[src/sv/fpm_pkg.sv]
package fpm_pkg;

    // Channel count default and the fixed pin / mask width of the item
    localparam int CHANNELS_DEF = 4;
    localparam int PIN_COUNT    = 4;

    localparam int ELAPSED_W = 24;
    localparam int IDLE_W    = 23;
    localparam int LITER_W   = 24;
    localparam int LIMIT_W   = 22;
    localparam int SEC_W     = 12;

    localparam logic [9:0] MS_PER_SEC = 10'd1000;
    localparam logic signed [LITER_W-1:0] LITER_MAX  = 24'sh7FFFFF;
    localparam logic signed [LITER_W-1:0] LITER_NONE = -24'sd1;

    typedef enum logic [1:0] {
        OP_MS_TICK  = 2'd0,
        OP_START    = 2'd1,
        OP_STOP     = 2'd2,
        OP_SEC_TICK = 2'd3
    } t_op;

    typedef struct packed {
        logic [1:0]       operation;
        logic [1:0]       channel;
        logic [3:0]       pin_levels;
        logic [SEC_W-1:0] min_seconds;
        logic [SEC_W-1:0] max_seconds;
    } t_fpm_in;

    typedef struct packed {
        logic [1:0]                  report_channel;
        logic [ELAPSED_W-1:0]        elapsed_ms;
        logic signed [LITER_W-1:0]   liters;
        logic                        running;
        logic                        done_res;
        logic                        failed;
        logic [PIN_COUNT-1:0]        done_mask;
        logic [PIN_COUNT-1:0]        error_mask;
    } t_fpm_out;

    // Per-lane status after the current item, plus finish events
    typedef struct packed {
        logic [ELAPSED_W-1:0]      elapsed;
        logic signed [LITER_W-1:0] liters;
        logic                      running;
        logic                      done;
        logic                      failed;
        logic                      ev_done;
        logic                      ev_err;
    } t_lane_stat;

    // Convert seconds to milliseconds (fits 22 bits for a 12-bit input)
    function automatic logic [LIMIT_W-1:0] sec_to_ms(input logic [SEC_W-1:0] secs);
        logic [LIMIT_W-1:0] prod;
        prod = {{(LIMIT_W-SEC_W){1'b0}}, secs} * {{(LIMIT_W-10){1'b0}}, MS_PER_SEC};
        return prod;
    endfunction

endpackage

[src/sv/fpm_stream_if.sv]
interface fpm_stream_if #(
    parameter type t_payload = logic
);
    logic     valid;
    logic     ready;
    t_payload payload;

    modport source (output valid, output payload, input ready);
    modport sink   (input valid, input payload, output ready);
endinterface

[src/sv/fpm_lane.sv]
module fpm_lane
    import fpm_pkg::*;
#(
    parameter int LANE_IDX = 0
) (
    input  logic               i_clk,
    input  logic               i_rst_n,
    input  logic               i_fire,
    input  logic [1:0]         i_op,
    input  logic [1:0]         i_channel,
    input  logic [PIN_COUNT-1:0] i_pin_levels,
    input  logic [LIMIT_W-1:0] i_min_ms,
    input  logic [LIMIT_W-1:0] i_max_ms,
    output t_lane_stat         o_stat
);

    localparam logic [1:0] PIN_SEL = 2'(LANE_IDX);

    logic [ELAPSED_W-1:0]      r_elapsed, n_elapsed;
    logic [IDLE_W-1:0]         r_idle, n_idle;
    logic signed [LITER_W-1:0] r_liter, n_liter;
    logic [LIMIT_W-1:0]        r_min, n_min;
    logic [LIMIT_W-1:0]        r_max, n_max;
    logic r_prev, n_prev;
    logic r_running, n_running;
    logic r_done, n_done;
    logic r_failed, n_failed;
    logic r_tick, n_tick;
    logic ev_done, ev_err;
    logic act, hit;

    assign act = (LANE_IDX < PIN_COUNT) && !i_pin_levels[PIN_SEL];
    assign hit = (32'(i_channel) == LANE_IDX);

    // Next state for the accepted item
    always_comb begin
        n_elapsed = r_elapsed;
        n_idle    = r_idle;
        n_liter   = r_liter;
        n_min     = r_min;
        n_max     = r_max;
        n_prev    = r_prev;
        n_running = r_running;
        n_done    = r_done;
        n_failed  = r_failed;
        n_tick    = r_tick;
        ev_done   = 1'b0;
        ev_err    = 1'b0;
        if (i_fire) begin
            case (i_op)
                OP_MS_TICK: begin
                    n_tick = 1'b1;
                    if (r_running) begin
                        if (r_idle != '1) n_idle = r_idle + 1'b1;
                        if (!r_liter[LITER_W-1] && r_elapsed != '1)
                            n_elapsed = r_elapsed + 1'b1;
                        if (n_idle > {1'b0, r_max}) begin
                            // idle timeout
                            n_running = 1'b0;
                            n_failed  = 1'b1;
                            n_done    = 1'b0;
                            ev_err    = 1'b1;
                        end else if (!r_prev && act) begin
                            // pulse edge: count and clear idle
                            if (r_liter != LITER_MAX) n_liter = r_liter + 1'b1;
                            n_idle = '0;
                            if (n_elapsed > {2'b00, r_min}) begin
                                n_running = 1'b0;
                                n_done    = 1'b1;
                                n_failed  = 1'b0;
                                ev_done   = 1'b1;
                            end else begin
                                n_prev = act;
                            end
                        end else begin
                            n_prev = act;
                        end
                    end
                end
                OP_START: begin
                    if (hit) begin
                        n_done    = 1'b0;
                        n_failed  = 1'b0;
                        n_elapsed = '0;
                        n_idle    = '0;
                        n_liter   = LITER_NONE;
                        n_prev    = act;
                        n_min     = i_min_ms;
                        n_max     = i_max_ms;
                        n_tick    = 1'b0;
                        n_running = 1'b1;
                    end
                end
                OP_STOP: begin
                    if (hit) begin
                        n_running = 1'b0;
                        n_done    = 1'b1;
                        n_failed  = 1'b0;
                        ev_done   = 1'b1;
                    end
                end
                OP_SEC_TICK: begin
                    // missing millisecond ticks within the last second
                    if (r_running && !r_tick) begin
                        n_running = 1'b0;
                        n_done    = 1'b0;
                        n_failed  = 1'b1;
                        ev_err    = 1'b1;
                    end
                    n_tick = 1'b0;
                end
                default: begin
                    n_tick = r_tick;
                end
            endcase
        end
    end

    // Hold lane state
    always_ff @(posedge i_clk) begin
        if (!i_rst_n) begin
            r_elapsed <= '0;
            r_idle    <= '0;
            r_liter   <= '0;
            r_min     <= '0;
            r_max     <= '0;
            r_prev    <= 1'b0;
            r_running <= 1'b0;
            r_done    <= 1'b0;
            r_failed  <= 1'b0;
            r_tick    <= 1'b0;
        end else begin
            r_elapsed <= n_elapsed;
            r_idle    <= n_idle;
            r_liter   <= n_liter;
            r_min     <= n_min;
            r_max     <= n_max;
            r_prev    <= n_prev;
            r_running <= n_running;
            r_done    <= n_done;
            r_failed  <= n_failed;
            r_tick    <= n_tick;
        end
    end

    assign o_stat = '{
        elapsed: n_elapsed,
        liters:  n_liter,
        running: n_running,
        done:    n_done,
        failed:  n_failed,
        ev_done: ev_done,
        ev_err:  ev_err
    };

    a_flags_exclusive: assert property (@(posedge i_clk) disable iff (!i_rst_n)
        !(r_done && r_failed) && !(r_running && (r_done || r_failed)))
        else $error("lane status flags overlap");

    a_liter_range: assert property (@(posedge i_clk) disable iff (!i_rst_n)
        !r_liter[LITER_W-1] || r_liter == LITER_NONE)
        else $error("liter count below -1");

    a_start_arms: assert property (@(posedge i_clk) disable iff (!i_rst_n)
        (i_fire && i_op == OP_START && hit) |=> (r_running && r_liter == LITER_NONE
            && r_idle == '0 && r_elapsed == '0))
        else $error("start did not arm lane");

    a_no_finish_idle: assert property (@(posedge i_clk) disable iff (!i_rst_n)
        (i_fire && (i_op == OP_MS_TICK || i_op == OP_SEC_TICK) && !r_running)
            |-> !(ev_done || ev_err))
        else $error("idle lane finished on a tick");

endmodule

[src/sv/fpm_merge.sv]
module fpm_merge
    import fpm_pkg::*;
#(
    parameter int CHANNELS = CHANNELS_DEF
) (
    input  logic       i_clk,
    input  logic       i_rst_n,
    input  logic       i_fire,
    input  logic [1:0] i_channel,
    input  t_lane_stat i_stat [CHANNELS],
    fpm_stream_if.source o_out
);

    t_fpm_out n_out, r_out;
    logic     r_valid;

    // Select the reported lane and collect finish events
    always_comb begin
        n_out = '0;
        n_out.report_channel = i_channel;
        for (int i = 0; i < CHANNELS; i++) begin
            if (32'(i_channel) == i) begin
                n_out.elapsed_ms = i_stat[i].elapsed;
                n_out.liters     = i_stat[i].liters;
                n_out.running    = i_stat[i].running;
                n_out.done_res   = i_stat[i].done;
                n_out.failed     = i_stat[i].failed;
            end
            if (i < PIN_COUNT) begin
                n_out.done_mask[i[1:0]]  = i_stat[i].ev_done;
                n_out.error_mask[i[1:0]] = i_stat[i].ev_err;
            end
        end
    end

    // Output register: load on transfer in, drop on transfer out
    always_ff @(posedge i_clk) begin
        if (!i_rst_n) begin
            r_valid <= 1'b0;
        end else if (i_fire) begin
            r_valid <= 1'b1;
        end else if (o_out.ready) begin
            r_valid <= 1'b0;
        end
    end

    always_ff @(posedge i_clk) begin
        if (i_fire) begin
            r_out <= n_out;
        end
    end

    assign o_out.valid   = r_valid;
    assign o_out.payload = r_out;

endmodule

[src/sv/flow_pulse_meter_bank_core.sv]
// Flow meter timer bank. Each input item (millisecond tick, start, stop or
// seconds tick) yields exactly one result in the output register in the
// next cycle; one item per cycle is sustained while the receiver reads every
// result, and a new item is taken whenever the output register is empty or
// being read out in the same cycle. Every channel has its own lane that
// updates all its counters as the item is taken; a merge stage picks the
// reported channel's status and gathers the per-channel finish masks.
module flow_pulse_meter_bank_core
    import fpm_pkg::*;
#(
    parameter int CHANNELS = CHANNELS_DEF
) (
    input  logic         i_clk,
    input  logic         i_rst_n,
    fpm_stream_if.sink   i_in,
    fpm_stream_if.source o_out
);

    logic               fire;
    logic [LIMIT_W-1:0] min_ms;
    logic [LIMIT_W-1:0] max_ms;
    t_lane_stat         lane_stat [CHANNELS];

    // Accept while the output register is free or emptying
    assign i_in.ready = !o_out.valid || o_out.ready;
    assign fire       = i_in.valid && i_in.ready;

    // Shared seconds-to-milliseconds conversion for start items
    assign min_ms = sec_to_ms(i_in.payload.min_seconds);
    assign max_ms = sec_to_ms(i_in.payload.max_seconds);

    for (genvar g = 0; g < CHANNELS; g++) begin : g_lane
        fpm_lane #(
            .LANE_IDX (g)
        ) u_lane (
            .i_clk        (i_clk),
            .i_rst_n      (i_rst_n),
            .i_fire       (fire),
            .i_op         (i_in.payload.operation),
            .i_channel    (i_in.payload.channel),
            .i_pin_levels (i_in.payload.pin_levels),
            .i_min_ms     (min_ms),
            .i_max_ms     (max_ms),
            .o_stat       (lane_stat[g])
        );
    end

    fpm_merge #(
        .CHANNELS (CHANNELS)
    ) u_merge (
        .i_clk     (i_clk),
        .i_rst_n   (i_rst_n),
        .i_fire    (fire),
        .i_channel (i_in.payload.channel),
        .i_stat    (lane_stat),
        .o_out     (o_out)
    );

endmodule

[src/flat_wrapper.sv]
// flat-port wrapper written by rule: the top's interface ports become plain ports
module flow_pulse_meter_bank_core_flat import fpm_pkg::*;
#(
    parameter int CHANNELS = CHANNELS_DEF
)
  (i_clk, i_rst_n, i_in_valid, i_in_payload, i_in_ready, o_out_valid, o_out_payload, o_out_ready);
  fpm_stream_if #(.t_payload(t_fpm_in)) i_in_i ();
  fpm_stream_if #(.t_payload(t_fpm_out)) o_out_i ();
  input  logic i_clk;
  input  logic i_rst_n;
  input wire logic [$bits(i_in_i.valid)-1:0] i_in_valid;
  input wire logic [$bits(i_in_i.payload)-1:0] i_in_payload;
  output wire logic [$bits(i_in_i.ready)-1:0] i_in_ready;
  output wire logic [$bits(o_out_i.valid)-1:0] o_out_valid;
  output wire logic [$bits(o_out_i.payload)-1:0] o_out_payload;
  input wire logic [$bits(o_out_i.ready)-1:0] o_out_ready;
  assign i_in_i.valid = i_in_valid;
  assign i_in_i.payload = i_in_payload;
  assign i_in_ready = i_in_i.ready;
  assign o_out_valid = o_out_i.valid;
  assign o_out_payload = o_out_i.payload;
  assign o_out_i.ready = o_out_ready;
  flow_pulse_meter_bank_core #(.CHANNELS(CHANNELS)) u_core (.i_clk(i_clk), .i_rst_n(i_rst_n), .i_in(i_in_i), .o_out(o_out_i));
endmodule
[config.mk]
export PLATFORM = sky130hd
export DESIGN_NAME = flow_pulse_meter_bank_core_flat
export DESIGN_NICKNAME = d
export VERILOG_FILES = /design/src/sv/fpm_pkg.sv /design/src/sv/fpm_stream_if.sv /design/src/sv/fpm_lane.sv /design/src/sv/fpm_merge.sv /design/src/sv/flow_pulse_meter_bank_core.sv /design/src/flat_wrapper.sv
export SDC_FILE = /design/constraint.sdc
export NUM_CORES = 2
export LEC_CHECK = 0
export ABC_CLOCK_PERIOD_IN_PS = 6200
export BUFFER_PORTS_ARGS = -buffer_cell sky130_fd_sc_hd__buf_4
export CELL_PAD_IN_SITES_DETAIL_PLACEMENT = 1
export CELL_PAD_IN_SITES_GLOBAL_PLACEMENT = 1
export CORE_MARGIN = 1
export CORE_UTILIZATION = 45
export DETAILED_ROUTE_END_ITERATION = 8
export GPL_ROUTABILITY_DRIVEN = 0
export PLACE_DENSITY_LB_ADDON = 0.3
export SKIP_LAST_GASP = 1
export SYNTH_ARGS = -nofsm -noshare
export SYNTH_HDL_FRONTEND = slang
export SYNTH_SLANG_ARGS = --single-unit
[constraint.sdc]
create_clock -name i_clk -period 6.2 [get_ports i_clk]
set_input_delay 0.31 -clock i_clk [delete_from_list [all_inputs] [get_ports i_clk]]
set_output_delay 0.31 -clock i_clk [all_outputs]
set_load 0.005 [all_outputs]
# Word level (Yosys, flattened, before mapping)

Index checks and enable logic that the tools add are counted.
W data, S select, Z words.

Register bits: 518
Output and inout port bits: 63
Logic and storage cells: 436
Bits of input ports: 36

Multipliers: 2
$lt $le $gt $ge: 8
Mux-type cells: 278
Reduce and logical (&&, ||, !) cells: 53
Eq/ne operators: 34
Add/subtract/negate cells: 12

Operators by type and width:

| operator                | count |
|---|---|
| $mux W24                | 52 |
| $mux W23                | 32 |
| $pmux W24 S2            | 8 |
| $mux W51                | 4 |
| $add A24 B1 Y24 const B | 8 |
| $ne A24 B24 Y1 const B  | 8 |
| $pmux W23 S2            | 4 |
| $mux W1                 | 150 |
| $gt A24 B22 Y1          | 4 |
| $add A23 B1 Y23 const B | 4 |
| $gt A23 B22 Y1          | 4 |
| $ne A23 B23 Y1 const B  | 4 |
| $mul A12 B7 Y19 const B | 2 |
| $pmux W1 S4             | 8 |
| $ne A2 B2 Y1 const B    | 12 |
| $pmux W1 S2             | 12 |
| $pmux W1 S3             | 8 |
| $reduce_and A3 Y1       | 8 |
| $reduce_and A6 Y1       | 4 |
| $logic_not A1 Y1        | 17 |
| $reduce_and A4 Y1       | 4 |
| $logic_and A1 B1 Y1     | 13 |
| $ne A3 B3 Y1 const B    | 4 |
| $eq A2 B2 Y1 const B    | 4 |
| other kinds (6)         | 9 |

# Logic depth before layout (Yosys ltp)

Depth after elaboration: 17
Depth in mapped cells: 21
Depth with buffers taken out: 19

# Hierarchy

A second synthesis with hierarchy kept.

Cells, all modules: 4725
Area, all modules: 39361.5 µm²

By module, submodules not included:

| module                                 | instances | seq. area each (µm²) | area each (µm²) | cells each |
|---|---|---|---|---|
| fpm_lane (u_core.g_lane[1].u_lane ...) | 2         | 2402.3               | 7977.7          | 1010 |
| fpm_lane (u_core.g_lane[3].u_lane)     | 1         | 2402.3               | 8406.8          | 1119 |
| fpm_lane (u_core.g_lane[0].u_lane)     | 1         | 2402.3               | 7756.2          | 1020 |
| flow_pulse_meter_bank_core             | 1         | 0.0                  | 4085.2          | 439 |
| fpm_merge                              | 1         | 1851.8               | 3158.0          | 127 |

# Least setup slack after synthesis

OpenSTA, ideal clock, no wires.

Kind: register to register
From: register u_core.g_lane[3].u_lane.r_idle[4]
To: register u_core.u_merge.r_out, in the netlist u_core.u_merge.o_out.payload[9] (data pin)
Path buffers: 2
Required time: 5.928 ns
Clock period less this slack: 4.858 ns
Setup slack: 1.342 ns
Cell stages (with the launch flop): 20
Arrival time: 4.586 ns
Setup time: 0.272 ns
Path through: dfxtp_1 > clkbuf_1 > nand4_1 > or2_2 > a211oi_1 > and2b_1 > and3_1 > nand3_1 > xnor2_1 > ha_1 > and3_1 > a221oi_1 > o21ai_0 > o41ai_1 > a31oi_1 > clkbuf_1 > nor2_1 > o21ai_0 > o21ai_0 > mux4_2

RTL lines:

| element                | RTL line        | source |
|---|---|---|
| from (decl)            | fpm_lane.sv:20  | `logic [IDLE_W-1:0] r_idle, n_idle;` |
| from (signal assigned) | fpm_lane.sv:134 | `r_idle <= n_idle;` |
| to (signal assigned)   | fpm_merge.sv:49 | `r_out <= n_out;` |
| to (decl)              | fpm_merge.sv:14 | `t_fpm_out n_out, r_out;` |

==> results.rst <==
.. list-table::
   :header-rows: 1

   * - Metric
     - Value
   * - Result of the run
     - complete, no violations
   * - DIE WIDTH
     - 282.9 um
   * - Rel. slew slack
     - 23.05%
   * - Hold slack
     - 36.16 ps
   * - Slowest-stage cell, CP
     - sky130_fd_sc_hd__a2111oi_1
   * - DRT iter0 DRCs
     - 3173
   * - Final clock period utilization by the worst path
     - 97.79%
   * - Sequential element share of the synthesized area
     - 30.92%
   * - Type of destination of the critical path
     - flop
   * - Maximum level of the CTS H-tree
     - 2
   * - Area of placed instances
     - 37340 sq um
   * - Critical Path RT
     - 6710 ps
   * - Final setup vio count
     - 0
   * - Wire length of the first global-routing pass
     - 206200 um
   * - Async SR Flop Fraction
     - 0%
   * - Vias per inst
     - 6.306
   * - Mean cell area of the mapped netlist
     - 8.083 sq um
   * - Slowest cell delay on critical path
     - 1050 ps
   * - Synthesized-area fraction occupied by ao, oa, aoi and oai cells
     - 19.34%
   * - Die span in y
     - 282.9 um
   * - Endpoint of the worst register-to-register path
     - u_core.u_merge.o_out.payload[21]$_DFFE_PP_
   * - Flops & latches, synth
     - 518
   * - Worst IR drop on VDD
     - 0.3712 mV
   * - CP max FO
     - 15
   * - CTS root buf
     - sky130_fd_sc_hd__clkbuf_16
   * - Critical Path, Cell by Cell
     - nand4_1 > nor4_2 > nand3_1 > and2_1 > nand3_1 > nor2_1 > xor2_1 > ha_1 > nand2_1 > o21ai_0 > a2111oi_0 > a211o_1 > a21oi_2 > nor4_2 > a2bb2oi_1 > a2111oi_1 > a31o_2
   * - Xor and xnor area share after synthesis
     - 4.685%
   * - Number of global-route vias before repair
     - 35000
   * - Nature of the critical path startpoint
     - flop
   * - Reg-to-reg critical path startpoint
     - u_core.g_lane[0].u_lane.r_idle[8]$_SDFFE_PN0P_
   * - Final global-route overflow total
     - 0
   * - Worst setup path category
     - flop to flop
   * - Path depth of the worst reg2reg path
     - 17
   * - Data arrival time of the critical path
     - 6570 ps
   * - Max clock buf depth
     - 3
   * - Ratio of cells with drive above 1 in the final layout
     - 8.189%
   * - Later-pin clock latency in the skew report
     - 640 ps
   * - Routed via count
     - 34600
   * - Proportion of synthesized area in mux cells
     - 2.565%
   * - Setup repair after global routing missed its margin
     - true
   * - Aggregate negative setup slack
     - 0 ps
   * - Clock transition time at the flip-flop clock pins of the worst setup and hold paths
     - 60 ps
   * - Maximum clock frequency
     - 164.9 MHz
   * - Clock sinks
     - 518
   * - Number of antenna violations at the first check in global routing
     - 5
   * - Synthesized-area fraction occupied by and/or/nand/nor cells
     - 23.86%
   * - Standard-cell row count
     - 102
   * - Most used cells in the layout excluding fill and tap cells
     - sky130_fd_sc_hd__nor2_1, sky130_fd_sc_hd__dfxtp_1, sky130_fd_sc_hd__nand2_1, sky130_fd_sc_hd__a21oi_1, sky130_fd_sc_hd__ha_1
   * - Cells after Synth
     - 4394
   * - Synth Flop Type
     - sky130_fd_sc_hd__dfxtp_1
   * - Remaining routing DRC violations
     - 0
   * - Most common cell after layout, fill and taps aside
     - sky130_fd_sc_hd__nor2_1
   * - Synthesized net count
     - 4764
   * - Number of failing hold endpoints at the final stage
     - 0
   * - Total I/O pin count
     - 99
   * - Port buffer count
     - 98
   * - Synth unique cells
     - 95
   * - HPWL after detailed placement
     - 97530 um
   * - Worst Hold Launch
     - o_out_ready
   * - CTS tree
     - yes
   * - Worst slew pin tran
     - 1151 ps
   * - Hold path depth
     - 3
   * - Combinational family with the most area after synthesis
     - simple AND/OR/NAND/NOR gates
   * - Largest net degree at the start of global routing
     - 167
   * - Ranking of synthesized cells by area
     - sky130_fd_sc_hd__dfxtp_1, sky130_fd_sc_hd__ha_1, sky130_fd_sc_hd__edfxtp_1, sky130_fd_sc_hd__nor2_1, sky130_fd_sc_hd__a21oi_1
   * - Cts bufs inserted
     - 59
   * - Overall power after layout
     - 11.37 mW
   * - Leak pwr
     - 15.09 nW
   * - Total die area
     - 80060 sq um
   * - Area Growth Syn to Fin
     - 10.90%
   * - Cell type contributing the most total cell area after synthesis
     - sky130_fd_sc_hd__dfxtp_1
   * - Total non-filler cell area in the finished layout
     - 39390 sq um
   * - EDFF count, synth
     - 61
   * - Power Dens Cells
     - 288.7 nW/um^2
   * - Worst reg2reg setup slack
     - 140 ps
   * - Fraction of the mapped netlist area in adder cells
     - 13.37%
   * - Total number of nets in the final design
     - 4768
   * - Worst hold endpoint
     - u_core.u_merge.o_out.valid$_SDFFE_PN0P_
   * - Fraction of synthesized cell area taken by the top area cell type
     - 25.76%
   * - Count of max-cap constraint violations
     - 0
   * - Average detailed-routed wire length per instance
     - 24.39 um
   * - Mapped cell area
     - 35520 sq um
   * - Area of the core
     - 77720 sq um
   * - Number of routed nets with antenna violations
     - 0
   * - GRT Overall Usage
     - 32.69%
   * - Initial core utilization
     - 45.70%
   * - Path category of the worst min-delay check
     - input pin to flop
   * - Minimum clock period
     - 6063 ps
   * - Number of iterations in the first detailed-routing pass
     - 6
   * - Number of warning messages in the yosys log
     - 0
   * - Final worst clock skew
     - 33.28 ps
   * - Routed wire length
     - 133800 um
   * - Number of pins with negative max-slew slack in the final report
     - 0
==> through the flow <==
step	setup slack [ps]	cells	util, %
floorplan	1342	4394	-
global route	-162.7	5485	50.68
finish	137.2	5486	50.68
global placement	328.1	5373	48.05
detailed placement	37.01	5373	48.05
CTS	33.47	5485	50.66
==> what timing repair did <==
item	4_1_cts	5_1_grt
hold endpoints to repair	4	0
setup endpoints to repair	0	4
resized for setup	0	4
buffers inserted	0	0
hold buffers	4	0
==> state kept, by name, indices dropped and copies added, names as in the netlist, 61 cells and up <==
name / flops
u_core.g_lane.u_lane.r_elapsed: 96
u_core.g_lane.u_lane.r_idle: 92
u_core.g_lane.u_lane.r_liter: 96
u_core.g_lane.u_lane.r_max: 76
u_core.g_lane.u_lane.r_min: 76
u_core.u_merge.o_out.payload: 61
==> worst max-delay path, delay by kind of cell, from the launching register on <==
kind	cells	cell delay [ps]
flip-flops	1	460
AND/OR/NAND/NOR	8	1970
AO/OA/AOI/OAI	7	3020
adder cells (fa/ha/maj)	1	330
XOR/XNOR	1	170
==> synthesized netlist by cell type, types with 61 or more instances <==
master	n
sky130_fd_sc_hd__nand4_1	98
sky130_fd_sc_hd__xnor2_1	108
sky130_fd_sc_hd__xor2_1	82
sky130_fd_sc_hd__edfxtp_1	61
sky130_fd_sc_hd__ha_1	258
sky130_fd_sc_hd__clkbuf_1	206
sky130_fd_sc_hd__and3_1	71
sky130_fd_sc_hd__nand2_1	403
sky130_fd_sc_hd__inv_1	254
sky130_fd_sc_hd__dfxtp_1	457
sky130_fd_sc_hd__o21ai_0	205
sky130_fd_sc_hd__nor2_1	488
sky130_fd_sc_hd__and2_1	142
sky130_fd_sc_hd__nand3_1	170
sky130_fd_sc_hd__fa_1	76
sky130_fd_sc_hd__nor3_1	125
sky130_fd_sc_hd__a21oi_1	346
==> layer usage <==
layer | global-route usage [%] | share of wire, %
met1 | 43.54 | 43
met4 | 13.49 | 4.2
met3 | 5.354 | 7.7
met2 | 52.44 | 45
met5 | 0 | 0.029
==> worst max path at each step <==
stage                                                 endpoint                                           start  cells after the start  slack, ps
floorplan            u_core.u_merge.o_out.payload[9]$_DFFE_PP_  u_core.g_lane[3].u_lane.r_idle[4]$_SDFFE_PN0P_                     19       1340
global placement    u_core.u_merge.o_out.payload[21]$_DFFE_PP_  u_core.g_lane[0].u_lane.r_idle[8]$_SDFFE_PN0P_                     17        330
detailed placement  u_core.u_merge.o_out.payload[21]$_DFFE_PP_  u_core.g_lane[0].u_lane.r_idle[8]$_SDFFE_PN0P_                     17         40
CTS                 u_core.u_merge.o_out.payload[21]$_DFFE_PP_  u_core.g_lane[0].u_lane.r_idle[8]$_SDFFE_PN0P_                     17         30
global route        u_core.u_merge.o_out.payload[21]$_DFFE_PP_  u_core.g_lane[0].u_lane.r_idle[0]$_SDFFE_PN0P_                     18       -160
finish              u_core.u_merge.o_out.payload[21]$_DFFE_PP_  u_core.g_lane[0].u_lane.r_idle[8]$_SDFFE_PN0P_                     17        140
==> where the power goes <==
part | leakage [nW] | internal (mW) | switching [mW]
Clock | 0.972 | 2.14 | 1.55
Combinational | 9.82 | 1.21 | 2.91
Sequential | 4.30 | 3.49 | 0.0716
Total | 15.1 | 6.84 | 4.53
==> kinds of logic (layout without fill, tap and decap cells) <==
family                   after synthesis  count (layout)
buffers and inverters                490             541
other                                  0               1
AO/OA/AOI/OAI                       1066            1066
XOR/XNOR                             190             190
AND/OR/NAND/NOR                     1733            1733
adder cells (fa/ha/maj)              334             334
multiplexers                          63              63
flip-flops                           518             518
==> final cells by class <==
| type | count | area, sq um |
|---|---|---|
| Timing Repair Buffer | 176 | 1369 |
| Clock buffer | 84 | 1724 |
| Antenna cell | 1 | 2.502 |
| Fill cell | 9403 | 38330 |
| Inverter | 257 | 977.2 |
| Tap cell | 1040 | 1301 |
| Sequential cell | 518 | 10980 |
| Multi-Input combinational cell | 3386 | 22770 |
| Clock inverter | 24 | 266.5 |
Power figures use the tool's default switching activity.
